[config.mk]
export PLATFORM = sky130hd
export DESIGN_NAME = pixel_luma_brighten
export DESIGN_NICKNAME = d
export VERILOG_FILES = /design/src/hdl/plb_pkg.sv /design/src/hdl/plb_luma_pipe.sv /design/src/hdl/pixel_luma_brighten.sv
export VERILOG_INCLUDE_DIRS = /design/src /design/src/hdl
export SDC_FILE = /design/constraint.sdc
export NUM_CORES = 2
export LEC_CHECK = 0
export ABC_AREA = 1
export BUFFER_PORTS_ARGS = -buffer_cell sky130_fd_sc_hd__buf_4
export CAP_MARGIN = 20
export CORE_ASPECT_RATIO = 2
export CORE_UTILIZATION = 45
export CTS_BUF_LIST = sky130_fd_sc_hd__clkbuf_16
export DETAILED_ROUTE_END_ITERATION = 12
export MAX_ROUTING_LAYER = met4
export PLACE_DENSITY_LB_ADDON = 0.12
export SLEW_MARGIN = 20
export SYNTH_ARGS = -nofsm -noshare
export SYNTH_HDL_FRONTEND = slang
export SYNTH_SLANG_ARGS = --single-unit
[constraint.sdc]
create_clock -name clk -period 6.6 [get_ports clk]
set_input_delay 0.66 -clock clk [delete_from_list [all_inputs] [get_ports clk]]
set_output_delay 0.66 -clock clk [all_outputs]
set_load 0.01 [all_outputs]
[src/hdl/pixel_luma_brighten_assert.svh]
// Assertion macros used by the pixel_luma_brighten RTL.
`ifndef PIXEL_LUMA_BRIGHTEN_ASSERT_SVH
`define PIXEL_LUMA_BRIGHTEN_ASSERT_SVH

// When cond holds at a clock edge, conseq must hold at that same edge.
`define PLB_ASSERT_IMPL(name, cond, conseq) \
  name: assert property (@(posedge clk) disable iff (rst) (cond) |-> (conseq)) \
    else $error("pixel_luma_brighten: assertion failed");

// When cond holds at a clock edge, conseq must hold at the next edge.
`define PLB_ASSERT_NEXT(name, cond, conseq) \
  name: assert property (@(posedge clk) disable iff (rst) (cond) |=> (conseq)) \
    else $error("pixel_luma_brighten: assertion failed");

`endif

[src/hdl/plb_pkg.sv]
// Package with the coefficients and stage types of the luma brightness pipeline.
`default_nettype none

package plb_pkg;

  // Q2.10 coefficients, kept signed so they extend cleanly in signed math.
  localparam logic signed [11:0] CoefYR = 12'sd306;
  localparam logic signed [11:0] CoefYG = 12'sd601;
  localparam logic signed [11:0] CoefYB = 12'sd117;
  localparam logic signed [11:0] CoefU  = 12'sd579;
  localparam logic signed [11:0] CoefV  = 12'sd730;
  localparam logic signed [11:0] CoefRV = 12'sd1437;
  localparam logic signed [11:0] CoefGU = 12'sd352;
  localparam logic signed [11:0] CoefGV = 12'sd731;
  localparam logic signed [11:0] CoefBU = 12'sd1812;

  // Largest luma in Q10: 255 * 1024.
  localparam logic [17:0] YMax = 18'd261120;

  // Data leaving the product stage toward the final sum and clamp.
  typedef struct packed {
    logic [31:0]        pixel;
    logic               bypass;
    logic [17:0]        yb;
    logic signed [39:0] rv;
    logic signed [39:0] gu;
    logic signed [39:0] gv;
    logic signed [39:0] bu;
  } plb_prod_t;

endpackage

`default_nettype wire

[src/hdl/plb_luma_pipe.sv]
// First three pipeline stages: luma, chroma and offset luma, then the chroma products.
`default_nettype none

module plb_luma_pipe
  import plb_pkg::*;
(
  input  wire logic              clk,
  input  wire logic              rst,
  input  wire logic              in_valid,
  input  wire logic [31:0]       pixel_in,
  input  wire logic signed [8:0] bright_add,
  output logic                   out_valid,
  output plb_prod_t              prod
);

  // Stage 1 registers.
  logic        vld1;
  logic [31:0] px1;
  logic        byp1;
  logic [17:0] y1;

  // Stage 2 registers.
  logic               vld2;
  logic [31:0]        px2;
  logic               byp2;
  logic [17:0]        yb2;
  logic signed [28:0] uq2;
  logic signed [28:0] vq2;

  logic [17:0] r18;
  logic [17:0] g18;
  logic [17:0] b18;
  logic [17:0] y_next;
  logic        byp_next;

  logic signed [18:0] du;
  logic signed [18:0] dv;
  logic signed [28:0] du_x;
  logic signed [28:0] dv_x;
  logic signed [28:0] u_next;
  logic signed [28:0] v_next;
  logic signed [19:0] add_q10;
  logic signed [19:0] ysum;
  logic [17:0]        yb_next;

  logic signed [39:0] uq_x;
  logic signed [39:0] vq_x;
  plb_prod_t          prod_next;

  // Stage 1: luma in Q10 and the pass-through decision.
  always_comb begin
    r18      = 18'(pixel_in[23:16]);
    g18      = 18'(pixel_in[15:8]);
    b18      = 18'(pixel_in[7:0]);
    y_next   = r18 * 18'(CoefYR) + g18 * 18'(CoefYG) + b18 * 18'(CoefYB);
    byp_next = (pixel_in[31:24] == 8'd0) || (pixel_in[23:0] == 24'd0);
  end

  // Stage 2: chroma in Q20 and the offset luma, saturated to the 8-bit range.
  always_comb begin
    du      = $signed({1'b0, px1[7:0], 10'b0}) - $signed({1'b0, y1});
    dv      = $signed({1'b0, px1[23:16], 10'b0}) - $signed({1'b0, y1});
    du_x    = 29'(du);
    dv_x    = 29'(dv);
    u_next  = du_x * CoefU;
    v_next  = dv_x * CoefV;
    add_q10 = $signed({bright_add[8], bright_add, 10'b0});
    ysum    = $signed({2'b0, y1}) + add_q10;
    if (ysum < 20'sd0) begin
      yb_next = 18'd0;
    end else if (ysum > $signed({2'b0, YMax})) begin
      yb_next = YMax;
    end else begin
      yb_next = ysum[17:0];
    end
  end

  // Stage 3: products of the back-conversion coefficients with U and V.
  always_comb begin
    uq_x             = 40'(uq2);
    vq_x             = 40'(vq2);
    prod_next.pixel  = px2;
    prod_next.bypass = byp2;
    prod_next.yb     = yb2;
    prod_next.rv     = vq_x * CoefRV;
    prod_next.gu     = uq_x * CoefGU;
    prod_next.gv     = vq_x * CoefGV;
    prod_next.bu     = uq_x * CoefBU;
  end

  always_ff @(posedge clk) begin
    if (rst) begin
      vld1      <= 1'b0;
      vld2      <= 1'b0;
      out_valid <= 1'b0;
    end else begin
      vld1      <= in_valid;
      vld2      <= vld1;
      out_valid <= vld2;
    end
  end

  always_ff @(posedge clk) begin
    px1  <= pixel_in;
    byp1 <= byp_next;
    y1   <= y_next;
    px2  <= px1;
    byp2 <= byp1;
    yb2  <= yb_next;
    uq2  <= u_next;
    vq2  <= v_next;
    prod <= prod_next;
  end

endmodule

`default_nettype wire

[src/hdl/pixel_luma_brighten.sv]
// Top level of the luma brightness adjuster: offset register, final sums and result output.
`default_nettype none

`include "pixel_luma_brighten_assert.svh"

// Takes one 32-bit ARGB pixel per request and returns one pixel on pixel_out,
// marked by a one-cycle done strobe once the pixel has left the last stage.
// A new request can be issued in every cycle; busy is always low, since the
// four-stage pipeline (luma, chroma, products, sum and clamp) keeps one pixel
// in each stage. Results cannot be held off: each appears for exactly one
// cycle and must be taken then. Pixels with zero alpha or black RGB come back
// unchanged. Write bright_add through cfg_we and cfg_wdata only while no
// request is in flight.
module pixel_luma_brighten
  import plb_pkg::*;
(
  input  wire logic        clk,
  input  wire logic        rst,
  input  wire logic        start,
  output logic             busy,
  input  wire logic [31:0] pixel_in,
  input  wire logic        cfg_we,
  input  wire logic [8:0]  cfg_wdata,
  output logic             done,
  output logic [31:0]      pixel_out
);

  logic signed [8:0] bright_add;
  logic              req;
  logic              prod_valid;
  plb_prod_t         prod;

  logic signed [41:0] y_q30;
  logic signed [41:0] cr;
  logic signed [41:0] cg;
  logic signed [41:0] cb;
  logic [31:0]        pixel_next;

  // A Q30 channel value becomes an 8-bit channel, truncated and clamped.
  function automatic logic [7:0] to_channel(input logic signed [41:0] q);
    logic [7:0] ch;
    if (q <= 42'sd0) begin
      ch = 8'd0;
    end else if (q[40:38] != 3'd0) begin
      ch = 8'd255;
    end else begin
      ch = q[37:30];
    end
    return ch;
  endfunction

  assign busy = 1'b0;
  assign req  = start && !busy;

  always_ff @(posedge clk) begin
    if (rst) begin
      bright_add <= 9'sd0;
    end else if (cfg_we) begin
      bright_add <= $signed(cfg_wdata);
    end
  end

  plb_luma_pipe u_pipe (
    .clk        (clk),
    .rst        (rst),
    .in_valid   (req),
    .pixel_in   (pixel_in),
    .bright_add (bright_add),
    .out_valid  (prod_valid),
    .prod       (prod)
  );

  // Stage 4: each channel summed in Q30, then clamped to 0..255; bypassed pixels pass unchanged.
  always_comb begin
    y_q30 = $signed({4'b0, prod.yb, 20'b0});
    cr    = y_q30 + 42'(prod.rv);
    cg    = y_q30 - 42'(prod.gu) - 42'(prod.gv);
    cb    = y_q30 + 42'(prod.bu);
    if (prod.bypass) begin
      pixel_next = prod.pixel;
    end else begin
      pixel_next = {prod.pixel[31:24], to_channel(cr), to_channel(cg), to_channel(cb)};
    end
  end

  always_ff @(posedge clk) begin
    if (rst) begin
      done <= 1'b0;
    end else begin
      done <= prod_valid;
    end
  end

  always_ff @(posedge clk) begin
    pixel_out <= pixel_next;
  end

  // Every result traces back to an earlier request.
  `PLB_ASSERT_IMPL(a_done_from_req, done, $past(req, 4))
  // Alpha always rides through the pipeline untouched.
  `PLB_ASSERT_IMPL(a_alpha_kept, done, pixel_out[31:24] == $past(pixel_in[31:24], 4))
  // Transparent or black pixels come back exactly as they went in.
  `PLB_ASSERT_IMPL(a_bypass_exact,
    done && ($past(pixel_in[31:24], 4) == 8'd0 || $past(pixel_in[23:0], 4) == 24'd0),
    pixel_out == $past(pixel_in, 4))
  // A request always reaches the product stage.
  `PLB_ASSERT_NEXT(a_req_reaches_prod, req && !rst, ##2 prod_valid)

endmodule

`default_nettype wire

* Word level (Yosys, flattened, before mapping)
Cells that the tools add are included. W data, S select, Z words.
Operators by class: add/subtract/negate cells 9, multiply operators 9, order comparisons 5, mux-type cells 8, reductions and logical operators 7
Operator list (number):
- $add A39 B40 Y41 | 2
- $le A41 B1 Y1 const B | 2
- $mux W8 | 6
- $le A42 B1 Y1 const B | 1
- $sub A40 B40 Y41 | 1
- $sub A39 B39 Y40 | 1
- $mul A28 B11 Y39 const B | 1
- $mul A28 B12 Y39 const B | 1
- $mul A29 B10 Y38 const B | 1
- $sub A18 B18 Y19 | 2
- $mul A29 B5 Y34 const B | 1
- $mul A19 B11 Y29 const B | 1
- $mul A19 B10 Y28 const B | 1
- $logic_not A24 Y1 | 1
- $mux W24 | 1
- $add A19 B19 Y20 | 1
- $gt A20 B19 Y1 const B | 1
- $lt A20 B1 Y1 const B | 1
- $add A17 B18 Y18 | 1
- $add A18 B15 Y18 | 1
- $mul A8 B10 Y18 const B | 1
- $mux W18 | 1
- $mul A8 B8 Y16 const B | 1
- $mul A8 B7 Y15 const B | 1
- 4 further kinds | 6
Word-level totals: register bits after elaboration 407, output and inout port bits 34

* Logic depth before layout (Yosys ltp)
depth in word-level cells 6, depth in mapped cells 31

* Modules after synthesis
Synthesis repeated with hierarchy kept, for this count alone.
Unflattened totals: cell total of the unflattened synthesis 6541, area, all modules 50536.0 um2
By module, submodules not included:
- plb_luma_pipe | instances 1, cells each 5066, area an instance 42219.2 um2, seq. area each 7186.9 um2
- pixel_luma_brighten | instances 1, cells each 1475, area an instance 8316.7 um2, seq. area each 840.8 um2

* Worst setup path after synthesis
Ideal clock, no wire load.
kind input -> register, from in pixel_in[20], to reg u_pipe.y1[16], setup time 112 ps, arrival 5741 ps, path slack 747 ps, stages on the path 28, buffers on the path 0, path through inv_1 -> ha_1 -> ha_1 -> inv_1 -> fa_1 -> fa_1 -> inv_1 -> ha_1 -> nand2_1 -> o21ai_0 -> a21oi_1 -> o21ai_0 -> xnor2_1 -> inv_1 -> ha_1 -> inv_1 -> fa_1 -> fa_1 -> inv_1 -> ha_1 -> a21oi_1 -> o21ai_0 -> nand2_1 -> inv_1 -> o21ai_1 -> nand2_1 -> nand2_1 -> nand2_1
Between the ends: word-level cells in the longest chain between the ends 3
Ends and longest elaborated chain:
- start: declaration | line pixel_luma_brighten.sv:21 | input wire logic [31:0] pixel_in,
- $mul A8 B8 Y16 | line plb_luma_pipe.sv:55 | y_next = r18 * 18'(CoefYR) + g18 * 18'(CoefYG) + b18 * 18'(CoefYB);
- $add A17 B18 Y18 | line plb_luma_pipe.sv:55
- $add A18 B15 Y18 | line plb_luma_pipe.sv:55
- named net u_pipe.y_next[16] | line plb_luma_pipe.sv:33 | logic [17:0] y_next;
- end signal: assignment | line plb_luma_pipe.sv:106 | y1 <= y_next;
- end: declaration | line plb_luma_pipe.sv:20 | logic [17:0] y1;
The timed path passes the listed nets, and every way through them passes these cells. A chain may end at the register's enable or synchronous reset.

* Worst setup path in the final report
from reg u_pipe.y1[0], to reg u_pipe.vq2[27]
Between the ends: word-level cells in the longest chain between the ends 2
Ends and longest elaborated chain:
- $sub A18 B18 Y19 | line plb_luma_pipe.sv:62 | dv = $signed({1'b0, px1[23:16], 10'b0}) - $signed({1'b0, y1});
- $mul A19 B10 Y28 | line plb_luma_pipe.sv:66 | v_next = dv_x * CoefV;
- named net u_pipe.v_next[27] | line plb_luma_pipe.sv:41 | logic signed [28:0] v_next;
- end signal: assignment | line plb_luma_pipe.sv:111 | vq2 <= v_next;
- end: declaration | line plb_luma_pipe.sv:28 | logic signed [28:0] vq2;
The timed path passes the listed nets, and every way through them passes these cells.

==> out/metrics.yaml <==
global_route:
  grt_usage_pct: 29.79
  grt_max_degree: 31
  antenna_found_initial: 2
  overflow: 0
  grt_pass1_vias: 40090
  grt_pass1_wl_um: 226800
clock_tree:
  clk_latency_ns: 0.63
  cts_tree: "built"
  htreeDepth: 2
  clockBufferDepth: 3
  clock_sinks: 401
  cts.clk_slew.worst_paths_ns: 0.07
  clockRootBuffer: "clkbuf_16"
  hold_buffers: 0
  cts_buffers: 41
  cts_setup_buffers: 0
min_path:
  hp-start: "pixel_in[27]"
  hold_depth: 1
  min-delay-path-class: "in -> reg"
synth:
  post_synth_and_or_nand_nor_area_fraction_pct: 12.97
  synth_mux_area_share_pct: 0
  synthAdderAreaFrac_pct: 43.79
  yosysSeqAreaShare_pct: 17.01
  syn_nets: 7090
  avgSynthCellArea_sq_um: 8.236
  synth_cells: 5731
  synth_ff_type: "dfxtp_1"
  synth_edf_count: 0
  yosysUniqueCellTypes: 56
  ys_top_cells_by_area: "fa_1, ha_1, dfxtp_1, inv_1, nand2_1"
  async_flop_share_pct: 0
  yosysWarningCount: 0
  synth_top_area_share_pct: 23.88
  synth_compound_area_share_pct: 7.767
  synth-xor-area-share_pct: 5.432
  syn-cell-area_sq_um: 47200
  synth_top_cell_by_area: "fa_1"
  synth_top_family_by_area: "adder cells"
  synth-seq-cells: 401
worst_setup_path:
  crit_path_start: "u_pipe.y1[0]$_DFF_P_"
  crit_type: "reg -> reg"
  endpoint_kind: "flop"
  crit_fanout: 5
  start_kind: "flop"
  cp.arrival_ns: 6.65
  worst-path-stages: 28
  r2r_start: "u_pipe.y1[0]$_DFF_P_"
  cp_top_family: "adder cells"
  critical_path_buf_inv_count: 6
  ff2ff_path_depth: 28
  timing.rr.end: "u_pipe.vq2[27]$_DFF_P_"
  cpMostUsedCell: "inv_1"
  max_stage_delay_ns: 0.54
  r2r_slack_ns: 0.43
  slowest_stage: "fa_1"
  endpoint: "u_pipe.vq2[27]$_DFF_P_"
  crit_required_ns: 7.08
placed_design:
  gp_congestion: 0.9913
  dpl.hpwl_um: 132700
  portBuffers: 77
timing:
  worst_pin_slew_ns: 0.9230
  drv_slew: 0
  period_minus_slack_ns: 6.171
  max_freq_mhz: 162.1
  period_share_pct: 93.50
  hold_viol_final: 0
  rsz0062_at_grt: "no"
  finalSetupViolCount: 0
  skew_ns: 0.03594
  relSlewSlack_pct: 37.81
  setup_tns_ns: 0
finish:
  syn2layout_area_growth_pct: 8.056
  drive_above_1_share_pct: 4.321
  nFillCells: 10340
  final_cell_mix: "inv_1, nand2_1, ha_1"
  final_common_cell: "inv_1"
  fin_nets: 7229
floorplanning:
  die_area_sq_um: 106300
  start_util_pct: 45.45
  die_y_um: 460.0
  std_cell_rows: 167
  ios: 79
  fp.coreArea_sq_um: 103800
  die_w_um: 231
routing:
  drt_iter0_drc: 1314
  routed_wl_um: 148900
  ant_nets: 0
  drt_pass1_iterations: 8
  post_drt_wl_per_cell_um: 20.52
  detail_route.vias_per_cell: 5.049
  drc: 0
  vias: 36630
outcome:
  outcome: "completed"
job:
  maxCapViolations: 0
==> metal layers <==
| layer | part of all wire, % | wire (um) | track usage (%) | vias up |
|---|---|---|---|---|
| li1 | - | - | - | 17800 |
| met1 | 31 | 45740 | 24.61 | 17650 |
| met2 | 58 | 86230 | 59.57 | 729 |
| met3 | 2.1 | 3141 | 2.298 | 450 |
| met4 | 9.2 | 13750 | 22.67 | 0 |
| met5 | 0 | 0 | - | - |
==> area by class of cell <==
type	instances	area [sq um]	share of cell area (%)
sequential	401	8028	15.74
clock buffer	42	1051	2.061
tap	1352	1692	3.317
clock inverter	33	307.8	0.6035
multi-input combinational	3699	33020	64.75
inverter	1617	6070	11.90
antenna	1	2.502	0.004907
timing repair buffer	110	825.8	1.619
==> logic make-up after synthesis <==
family	Yosys count
adders and majority gates	1314
DFF	401
and+or+nand+nor	1443
buffers and inverters	1631
AOI/OAI and AO/OA	650
other	1
xor gates and xnor gates	291
==> state kept, by name (all words and copies together) (netlist names), 9 cells and up <==
| signal | cells |
|---|---|
| u_pipe.vq2 | 27 |
| u_pipe.px2 | 32 |
| u_pipe.prod | 198 |
| u_pipe.y1 | 18 |
| u_pipe.uq2 | 29 |
| bright_add | 9 |
| u_pipe.px1 | 32 |
| pixel_out | 32 |
| u_pipe.yb2 | 18 |
==> worst min-delay path by stage <==
stage	end	slack (ns)
2_1_floorplan	pixel_out[24]$_DFF_P_	0.31
3_3_place_gp	u_pipe.prod[168]$_DFF_P_	0.31
3_5_place_dp	u_pipe.prod[168]$_DFF_P_	0.31
4_1_cts	u_pipe.px1[27]$_DFF_P_	0.13
5_1_grt	u_pipe.px1[24]$_DFF_P_	0.14
6_report	u_pipe.px1[27]$_DFF_P_	0.16
==> cell usage after synthesis, drive strengths merged (10+ instances only) <==
| cell | number |
|---|---|
| nor3 | 47 |
| fa | 563 |
| a21boi | 10 |
| nand2 | 855 |
| nand3 | 168 |
| a21o | 28 |
| a21oi | 327 |
| o21a | 19 |
| dfxtp | 401 |
| o21ai | 179 |
| inv | 1616 |
| a31oi | 20 |
| o21bai | 26 |
| xnor2 | 101 |
| nand3b | 14 |
| xor2 | 190 |
| ha | 751 |
| nand4 | 41 |
| nor2 | 281 |
| nor4 | 23 |
==> metrics by stage <==
| stage | worst slack [ns] | hold slack, ns | std cells | util, % | area (sq um) |
|---|---|---|---|---|---|
| floorplan | 0.7466 | 0.3096 | 5731 | - | 47200 |
| global placement | 0.1547 | 0.3103 | 7179 | 47.80 | 49640 |
| detailed placement | 0.1702 | 0.3121 | 7179 | 47.80 | 49640 |
| CTS | 0.3405 | 0.1261 | 7254 | 49.10 | 50990 |
| global route | 0.03474 | 0.1410 | 7255 | 49.11 | 51000 |
| finish | 0.4291 | 0.1646 | 7255 | 49.11 | 51000 |
==> worst reg2reg max path, delay by kind of cell, from the launching register on <==
kind / cells / cell delay [ns]
AND/OR/NAND/NOR: 11 / 1.55
adder cells (fa/ha/maj): 7 / 2.86
buffers and inverters: 6 / 0.54
XOR/XNOR: 1 / 0.15
AO/OA/AOI/OAI: 3 / 0.63
flip-flops: 1 / 0.34
==> repair_timing <==
item | CTS | global route
endpoints found under the setup margin | 0 | 1
gates resized for setup | 0 | 1
hold endpoints to repair | 0 | 0
Power is not shown: default switching activity piles up to over one toggle a cycle in this logic, so the estimate is an artifact.
